### src/rtl/chtc_ram.sv
// ----------------------------------------------------------------------------
// chtc_ram: generic RAM
// One write port, one read port with registered read data.
// ----------------------------------------------------------------------------
module chtc_ram #(
  parameter int unsigned WIDTH = 8,
  parameter int unsigned DEPTH = 16
) (
  input  logic                     clk_i,
  input  logic                     we_i,
  input  logic [$clog2(DEPTH)-1:0] waddr_i,
  input  logic [WIDTH-1:0]         wdata_i,
  input  logic [$clog2(DEPTH)-1:0] raddr_i,
  output logic [WIDTH-1:0]         rdata_o
);

  logic [WIDTH-1:0] mem_q [DEPTH];

  // write port
  always_ff @(posedge clk_i) begin
    if (we_i) begin
      mem_q[waddr_i] <= wdata_i;
    end
  end

  // registered read
  always_ff @(posedge clk_i) begin
    rdata_o <= mem_q[raddr_i];
  end

endmodule

### config.mk
export PLATFORM = sky130hd
export DESIGN_NAME = chtc_ram
export DESIGN_NICKNAME = d
export VERILOG_FILES = /design/src/rtl/chtc_ram.sv
export SDC_FILE = /design/constraint.sdc
export NUM_CORES = 1
export LEC_CHECK = 0
export BUFFER_PORTS_ARGS = -buffer_cell sky130_fd_sc_hd__buf_2
export CAP_MARGIN = 20
export CORE_MARGIN = 5
export CORE_UTILIZATION = 37
export CTS_CLUSTER_SIZE = 28
export DETAILED_ROUTE_END_ITERATION = 10
export SETUP_SLACK_MARGIN = 0.5
export SLEW_MARGIN = 10
export SYNTH_ARGS = -nofsm -noshare
export SYNTH_HDL_FRONTEND = slang
export SYNTH_SLANG_ARGS = --single-unit
export TNS_END_PERCENT = 20
### constraint.sdc
create_clock -name clk_i -period 3.75 [get_ports clk_i]
set_input_delay 0.75 -clock clk_i [delete_from_list [all_inputs] [get_ports clk_i]]
set_output_delay 0.75 -clock clk_i [all_outputs]
set_load 0.01 [all_outputs]
==> results of run 1 <==
logic make-up (layout without fill, tap and decap cells):
family	count (synthesis)	count (layout)	share of synthesized area [%]
DFF	136	136	77.8
muxes	32	32	15.0
AOI/OAI and AO/OA	16	16	2.33
buffers and inverters	10	62	1.68
and+or+nand+nor	35	35	3.18
registers in the layout, indices dropped and copies added, names as in the netlist:
name,count
mem_q,128
rdata_o,8
placed cells by master (no fill, tap or decap), types with 2 or more instances in the layout:
cell	netlist	final
a22oi_1	16	16
buf_2	3	25
buf_4	1	4
bufinv_16	0	5
clkbuf_16	0	17
clkinv_1	0	3
clkinv_2	0	3
clkinvlp_4	0	3
dfxtp_1	8	8
edfxtp_1	128	128
mux4_1	14	14
mux4_2	18	18
nand2_1	9	9
nand2b_1	2	2
nand3b_1	2	2
nor2_1	13	13
nor3_1	4	4
power by group:
| group | total [W] | internal (W) | switching [W] | leakage [nW] |
|---|---|---|---|---|
| logic | 0.000153 | 0.0000633 | 0.0000897 | 0.501 |
| clock network | 0.00177 | 0.00117 | 0.000597 | 0.301 |
| registers | 0.00171 | 0.00170 | 0.0000101 | 1.22 |
| total | 0.00363 | 0.00293 | 0.000697 | 2.03 |
synth_stat cells, drive strengths merged:
cell             n
nand2b           2
buf              7
mux4            32
nor3             4
nor2            13
and2b            1
nor2b            1
clkdlybuf4s25    3
dfxtp            8
or3b             1
edfxtp         128
nand3            1
a22oi           16
nand3b           2
and2             1
nand2            9
worst min path at each step:
stage	end	slack, ns	depth (start not counted)
after floorplan	rdata_o[0]$_DFF_P_	0.63	3
after global placement	rdata_o[5]$_DFF_P_	0.66	3
after detailed placement	rdata_o[5]$_DFF_P_	0.67	3
after CTS	rdata_o[5]$_DFF_P_	0.69	3
after global routing	mem_q[12][0]$_DFFE_PP_	0.71	1
final	rdata_o[5]$_DFF_P_	0.68	3
metal layers:
layer  share of wire (%)  GRT usage, %
met5                   0             0
met4                0.66          4.87
met3                 6.4          4.00
met2                  47          19.0
met1                  45          18.2
metrics by stage:
step,power (W),hold WS [ns]
finish,0.00363,0.683
global route,0.00374,0.715
CTS,0.00366,0.686
detailed placement,0.00190,0.674
global placement,0.00189,0.657
floorplan,0.00183,0.629
cell type report:
class | count | share of cell area (%)
tap | 180 | 3.70
sequential | 136 | 65.7
clock buffer | 17 | 6.98
multi-input combinational | 83 | 17.3
clock inverter | 15 | 3.41
timing repair buffer | 30 | 2.87
worst register-to-register path, stage by stage (launching register included):
cell and delay [ns]:
edfxtp_1 0.36, mux4_1 0.54, a22oi_1 0.29, nand2_1 0.10
==> impl_metrics.json, run 1 <==
{
  "wl_per_cell_um": 21.4,
  "place_area_mm2": 0.00546,
  "cp-startpoint": "raddr_i[0]",
  "r2r-end": "rdata_o[3]$_DFF_P_",
  "maxCapViolCount": 0,
  "multi_input_area_mm2": 0.00106,
  "grt_setup_unrepaired": "false",
  "rows": 43,
  "layout-drive-gt1-share_pct": 27.8,
  "tightestPinTransition_ns": 0.957,
  "cts_tree": "done",
  "netlist_area_mm2": 0.00515,
  "hold_viol_final": 0,
  "post_cts_buffers": 0,
  "synthTopCellsByArea": "edfxtp_1 (75%), mux4_2 (7.9%), mux4_1 (7.1%), dfxtp_1 (3.1%), a22oi_1 (2.3%)",
  "leakagePower_nw": 2.03,
  "crit_arrival_ns": 2.48,
  "cts_sinks": 136,
  "synth_top_cell_by_area": "edfxtp_1",
  "antenna_left": 0,
  "cp_max_fo": 17,
  "skew_ns": 0.0117,
  "grt_pass1_vias": 2431,
  "path_cells": "buf_2 -> buf_12 -> mux4_1 -> a22oi_1 -> nand2_1",
  "timing.final.crit_period_ns": 2.19,
  "dp.final_hpwl_mm": 6.10,
  "hold_path.class": "reg2reg",
  "place_ws_ns": 1.10,
  "clkTransAtPathRegs_ns": 0.06,
  "regToRegSetupSlack_ns": 2.35,
  "synthToLayoutAreaGrowth_pct": 18.4,
  "crit_cells": 5,
  "grt_pass1_wl_mm": 14.9,
  "cts_hold_buf": 0,
  "crit_end": "rdata_o[3]$_DFF_P_",
  "postLayoutSetupSlackWorst_ns": 1.56,
  "finalSetupViolations": 0,
  "fillers": 1206,
  "grt_max_degree": 33,
  "power.density_mw_per_mm2": 595,
  "finalCritPeriodShare_pct": 58.4,
  "overflow": 0,
  "postLayoutCoreUtil_pct": 44.2,
  "stdcell_count": 461,
  "ys_seq_area_share_pct": 77.8,
  "clkLatencyLatePin_ns": 0.41,
  "synth_top_cell_area_share_pct": 74.7,
  "drt_iter0_markers": 231,
  "setup_tns_ns": 0,
  "vdd_drop_max_mv": 0.677,
  "yosys_warnings": 0,
  "drc": 0,
  "critPathBufInv": 2,
  "slew_viol_final": 0,
  "design_area_mm2": 0.00609,
  "cts_buffers": 17,
  "netlist_instances": 229,
  "cp-start-kind": "primary input",
  "core_mm2": 0.0138,
  "fmax_mhz": 457,
  "critical_path.slowest_cell": "mux4_1",
  "synth_nets": 247,
  "nets": 286,
  "seq_area_mm2": 0.00400,
  "crit_family": "buffers and inverters",
  "slew_headroom_pct": 36.0,
  "die_x_um": 128,
  "via_per_inst": 5.18,
  "h-tree-depth": 4,
  "min_from": "mem_q[8][5]$_DFFE_PP_",
  "ctsResizeCount": 0,
  "floorplan.initialDensity_pct": 37.4,
  "grt.total_usage_pct": 13.0,
  "die_h_um": 128,
  "critPathMaxStageDelay_ns": 0.56,
  "portBuffers": 25,
  "place_congestion": 0.708,
  "die_area_mm2": 0.0164,
  "vias": 2388,
  "reg2reg_depth": 3,
  "synth_cell_types": 19,
  "cp-end-kind": "flop",
  "path_class": "in2reg",
  "placed_cells": 429,
  "antenna_found_initial": 0,
  "required_ns": 4.04,
  "regToRegStartpoint": "mem_q[5][3]$_DFFE_PP_",
  "routed_wl_mm": 9.88,
  "io-pin-count": 26,
  "synth_area_per_cell_um2": 22.5,
  "cts_buffer_depth": 2,
  "detail_route.first_pass.iterations": 5,
  "status": "completed",
  "diodes": 0,
  "synth_seq_cells": 136,
  "cts_root_buffer": "clkbuf_16"
}
Note: power is estimated with default switching activity, not from simulation.
==> run 2, diff against run 1 <==
==> constraint.sdc (replaced) <==
create_clock -name clk_i -period 2.1 [get_ports clk_i]
set_input_delay 0.42 -clock clk_i [delete_from_list [all_inputs] [get_ports clk_i]]
set_output_delay 0.42 -clock clk_i [all_outputs]
set_load 0.01 [all_outputs]
==> run 2 against run 1 <==
Compared with the run above: sequential share of layout area is 0.84 points lower; largest power group is now sequential cells; flip-flop and latch count stayed put; count of clock-buffer cells in the layout is 4 higher; cell count grew 3.5%; global-route usage grew 0.46 points; via count increased by 2.3%; register-to-register slack lost 1.6 ns; total power up 69%; clock power grew 56%; cell area is 1.3% higher; sequential power up 79%; clock skew is 0.00054 ns higher.
==> impl_metrics.json, run 2 (synthesized netlist as in run 1, its figures left out) <==
{
  "internal_power_w": 0.00492,
  "diodes": 0,
  "cts_sinks": 136,
  "dp.final_hpwl_mm": 6.29,
  "hold_viol_final": 0,
  "ctsResizeCount": 0,
  "regMostFlops": "mem_q",
  "critical_path.slowest_cell": "mux4_1",
  "critPathBufInv": 2,
  "drt_iter0_markers": 194,
  "overflow": 0,
  "mostFrequentLayoutCell": "edfxtp_1",
  "path_class": "in2reg",
  "min_from": "wdata_i[4]",
  "core_mm2": 0.0138,
  "maxCapViolCount": 0,
  "p_sw_share_pct": 19.6,
  "die_area_mm2": 0.0164,
  "skew_ns": 0.0123,
  "tightestPinTransition_ns": 0.431,
  "cp-start-kind": "primary input",
  "vdd_drop_max_mv": 0.499,
  "reg2reg_depth": 3,
  "worstHoldEndpoint": "mem_q[6][4]$_DFFE_PP_",
  "finalCritPeriodShare_pct": 71.1,
  "antenna_found_initial": 1,
  "whs_path_depth": 1,
  "layout-drive-gt1-share_pct": 32.0,
  "cts_root_buffer": "clkbuf_16",
  "cts_tree": "done",
  "rows": 43,
  "power_frac_comb_pct": 4.8,
  "postLayoutCoreUtil_pct": 44.8,
  "place_area_mm2": 0.00562,
  "regToRegSetupSlack_ns": 0.72,
  "place_congestion": 0.704,
  "post_cts_buffers": 0,
  "finalSetupViolations": 0,
  "via_per_inst": 5.12,
  "die_x_um": 128,
  "synthToLayoutAreaGrowth_pct": 19.9,
  "floorplan.initialDensity_pct": 37.4,
  "reg_top3": "mem_q (128), rdata_o (8)",
  "design_area_mm2": 0.00617,
  "die_h_um": 128,
  "required_ns": 2.39,
  "whs_ns": 0.392,
  "cts_buffer_depth": 2,
  "seq_power_share_pct": 49.9,
  "timing.final.crit_period_ns": 1.49,
  "r2r-end": "rdata_o[1]$_DFF_P_",
  "setup_tns_ns": 0,
  "grt_pass1_vias": 2552,
  "clkLatencyLatePin_ns": 0.41,
  "drc": 0,
  "status": "completed",
  "portBuffers": 25,
  "p_sw_w": 0.00120,
  "grt.total_usage_pct": 13.4,
  "cp-end-kind": "flop",
  "layout_common_cells": "edfxtp_1 (128), buf_2 (25), buf_4 (19)",
  "cts_hold_buf": 0,
  "grt_setup_unrepaired": "false",
  "cp_max_fo": 12,
  "cts_buffers": 17,
  "crit_family": "multiplexers",
  "power.density_mw_per_mm2": 992,
  "crit_arrival_ns": 1.78,
  "slew_headroom_pct": 71.3,
  "path_cells": "buf_2 -> buf_12 -> mux4_1 -> a22oi_1 -> nand2_1",
  "grt_pass1_wl_mm": 15.5,
  "io-pin-count": 26,
  "detail_route.first_pass.iterations": 6,
  "clkTransAtPathRegs_ns": 0.05,
  "antenna_left": 0,
  "vias": 2444,
  "largest_register_ffs": 128,
  "regToRegStartpoint": "mem_q[1][1]$_DFFE_PP_",
  "fmax_mhz": 670,
  "hold_path.class": "in2reg",
  "h-tree-depth": 4,
  "fillers": 1193,
  "wl_per_cell_um": 21.2,
  "grt_max_degree": 28,
  "power.share.clock_pct": 45.3,
  "nets": 303,
  "critPathMaxStageDelay_ns": 0.55,
  "leakagePower_nw": 2.10,
  "routed_wl_mm": 10.1,
  "slew_viol_final": 0
}
==> run 2: cell count changes in the layout (fill, tap and decap cells not counted), sizes merged <==
cell,before,now
buf,30,47
clkbuf,17,21
bufinv,5,2
clkinvlp,3,0
clkinv,7,8
==> run 2: how the worst max path moves through the flow <==
stage	depth (start not counted)	to	slack (ns)	start
after global routing	5	rdata_o[0]$_DFF_P_	0.52	raddr_i[0]
final	5	rdata_o[1]$_DFF_P_	0.61	raddr_i[0]
after global placement	5	rdata_o[1]$_DFF_P_	0.18	raddr_i[0]
after floorplan	2	mem_q[3][0]$_DFFE_PP_	0.41	waddr_i[2]
after detailed placement	5	rdata_o[0]$_DFF_P_	0.17	raddr_i[0]
after CTS	5	rdata_o[0]$_DFF_P_	0.60	raddr_i[0]
==> run 2: layout make-up <==
cell class,count,area [um2],share of cell area [%]
sequential,136,4000,64.9
multi-input combinational,83,1060,17.2
clock buffer,21,450,7.30
timing repair buffer,47,328,5.31
tap,180,225,3.65
clock inverter,10,104,1.68
==> run 2: power by group through the flow <==
stage                     clock, W  combinational, W  sequential [W]
final                      0.00277          0.000293         0.00306
after global routing       0.00295          0.000321         0.00306
after CTS                  0.00283          0.000301         0.00306
after detailed placement         0          0.000300         0.00311
after global placement           0          0.000292         0.00311
after floorplan                  0          0.000154         0.00311
==> run 2: worst reg2reg max path, cell delays in order, from the launching register on <==
cell and delay, ns:
edfxtp_1 0.35, mux4_1 0.50, a22oi_1 0.31, nand2_1 0.10
==> run 2: stage by stage <==
step	worst slack, ns	std cells	power [W]
after floorplan	0.414	229	0.00327
after global placement	0.184	446	0.00340
after detailed placement	0.166	446	0.00341
after CTS	0.601	477	0.00619
after global routing	0.522	477	0.00633
final	0.608	477	0.00612
==> run 2: layer usage <==
metal / vias to the layer above / GRT usage, % / routed length [um]
met4: 2 / 5.12 / 129
met2: 81 / 19.4 / 4760
met1: 1263 / 18.7 / 4450
met5: - / 0 / 11
li1: 1087 / - / -
met3: 11 / 4.67 / 778
==> run 3, diff against run 2 <==
==> constraint.sdc (replaced) <==
create_clock -name clk_i -period 1.53 [get_ports clk_i]
set_input_delay 0.306 -clock clk_i [delete_from_list [all_inputs] [get_ports clk_i]]
set_output_delay 0.306 -clock clk_i [all_outputs]
set_load 0.01 [all_outputs]
==> run 3 against run 2 <==
Compared with the run above: combinational power grew 58%; flip-flop and latch count is the same; sequential share of layout area shrank 1.9 points; wire length shrank 1.3%; largest cell class unchanged; total power grew 42%; global-route usage shrank 0.19 points; highest routed layer is now met4; critical endpoint is now rdata_o[7]$_DFF_P_.
==> impl_metrics.json, run 3 (synthesized netlist as in run 1, its figures left out) <==
{
  "antenna_left": 0,
  "detail_route.first_pass.iterations": 5,
  "cts_root_buffer": "clkbuf_16",
  "tightestPinTransition_ns": 0.918,
  "cts_hold_buf": 0,
  "cts_tree": "done",
  "die_x_um": 128,
  "finalSetupViolations": 0,
  "slew_headroom_pct": 38.6,
  "drc": 0,
  "power.density_mw_per_mm2": 1360,
  "hold_path.class": "in2reg",
  "timing.final.crit_period_ns": 1.34,
  "leakagePower_nw": 2.11,
  "grt.total_usage_pct": 13.2,
  "postLayoutSetupSlackWorst_ns": 0.188,
  "finalCritPeriodShare_pct": 87.7,
  "antenna_found_initial": 0,
  "maxCapViolCount": 0,
  "cts_buffers": 17,
  "reg_top3": "mem_q (128), rdata_o (8)",
  "h-tree-depth": 4,
  "layout-drive-gt1-share_pct": 45.0,
  "grt_max_degree": 17,
  "grt_pass1_wl_mm": 15.6,
  "post_cts_buffers": 0,
  "core_mm2": 0.0138,
  "postLayoutCoreUtil_pct": 46.3,
  "largest_register_ffs": 128,
  "clkLatencyLatePin_ns": 0.41,
  "required_ns": 1.82,
  "cts_buffer_depth": 2,
  "dp.final_hpwl_mm": 6.63,
  "cp_max_fo": 1,
  "place_area_mm2": 0.00571,
  "routed_wl_mm": 9.99,
  "vdd_drop_max_mv": 0.776,
  "via_per_inst": 5.04,
  "fmax_mhz": 745,
  "io-pin-count": 26,
  "path_class": "reg2reg",
  "power_w": 0.00868,
  "grt_setup_unrepaired": "true",
  "status": "completed",
  "vias": 2453,
  "clkTransAtPathRegs_ns": 0.06,
  "diodes": 0,
  "regMostFlops": "mem_q",
  "drt_iter0_markers": 263,
  "layout_common_cells": "edfxtp_1 (128), mux4_2 (32), buf_4 (24)",
  "floorplan.initialDensity_pct": 37.4,
  "placed_cells": 455,
  "skew_ns": 0.0131,
  "wl_per_cell_um": 20.5,
  "stdcell_count": 487,
  "cp-end-kind": "flop",
  "rows": 43,
  "slew_viol_final": 0,
  "cp-start-kind": "flop",
  "design_area_mm2": 0.00637,
  "place_congestion": 0.734,
  "overflow": 0,
  "cts_sinks": 136,
  "crit_arrival_ns": 1.63,
  "grt_pass1_vias": 2672,
  "synthToLayoutAreaGrowth_pct": 23.8,
  "mostFrequentLayoutCell": "edfxtp_1",
  "nets": 312,
  "place_ws_ns": -0.165,
  "die_area_mm2": 0.0164,
  "die_h_um": 128,
  "hold_viol_final": 0,
  "portBuffers": 25
}
-- run 3: cell types whose count changed in the layout (fill, tap and decap cells not counted), moves of 5 or more --
cell / change
buf_6: +7
mux4_2: +14
dfxtp_2: +5
mux4_1: -14
dfxtp_1: -6
clkinv_2: -7
clkinvlp_4: +6
buf_2: -6
buf_4: +5
-- run 3: per-stage QoR --
stage          setup TNS [ns]  hold slack, ns
2_1_floorplan               0           0.405
3_3_place_gp            -1.13           0.649
3_5_place_dp            -1.24           0.662
4_1_cts                     0           0.275
5_1_grt                     0           0.282
6_report                    0           0.287
-- run 3: cell type report --
class                           instances  area (um2)
Tap cell                              180         225
Multi-Input combinational cell         83        1060
Sequential cell                       136        4010
Fill cell                            1157        7400
Clock inverter                         12         140
Clock buffer                           20         457
Timing Repair Buffer                   56         474
-- run 3: final timing paths --
kind              slack (ns)               endpoint                    from  cells after the start
setup / recovery        0.19     rdata_o[7]$_DFF_P_  mem_q[11][7]$_DFFE_PP_                      3
setup reg to reg        0.19     rdata_o[7]$_DFF_P_  mem_q[11][7]$_DFFE_PP_                      3
hold reg to reg         0.67     rdata_o[3]$_DFF_P_   mem_q[4][3]$_DFFE_PP_                      3
hold / removal          0.29  mem_q[3][4]$_DFFE_PP_              wdata_i[4]                      1
-- run 3: metal layers --
layer / GRT usage, % / routed length (um) / vias up / share of wire [%]
li1: - / - / 1091 / -
met1: 17.5 / 4220 / 1296 / 42
met2: 21.6 / 5140 / 60 / 51
met3: 3.42 / 554 / 6 / 5.5
met4: 4.12 / 80 / 0 / 0.80
met5: 0 / 0 / - / 0
-- run 3: power by group --
group	switching (W)	internal [W]	total, W
clock	0.00152	0.00250	0.00402
sequential	0.0000313	0.00417	0.00420
combinational	0.000240	0.000223	0.000463
-- run 3: timing repair --
action | in CTS | in global routing
hold endpoints to repair | 0 | 0
pin swaps | 0 | 2
resized for setup | 6 | 14
endpoints found under the setup margin | 45 | 79
-- run 3: critical path, cell delays in order (launching register included) --
cell and delay (ns):
edfxtp_1 0.37, mux4_2 0.48, a22oi_1 0.29, nand2_1 0.08
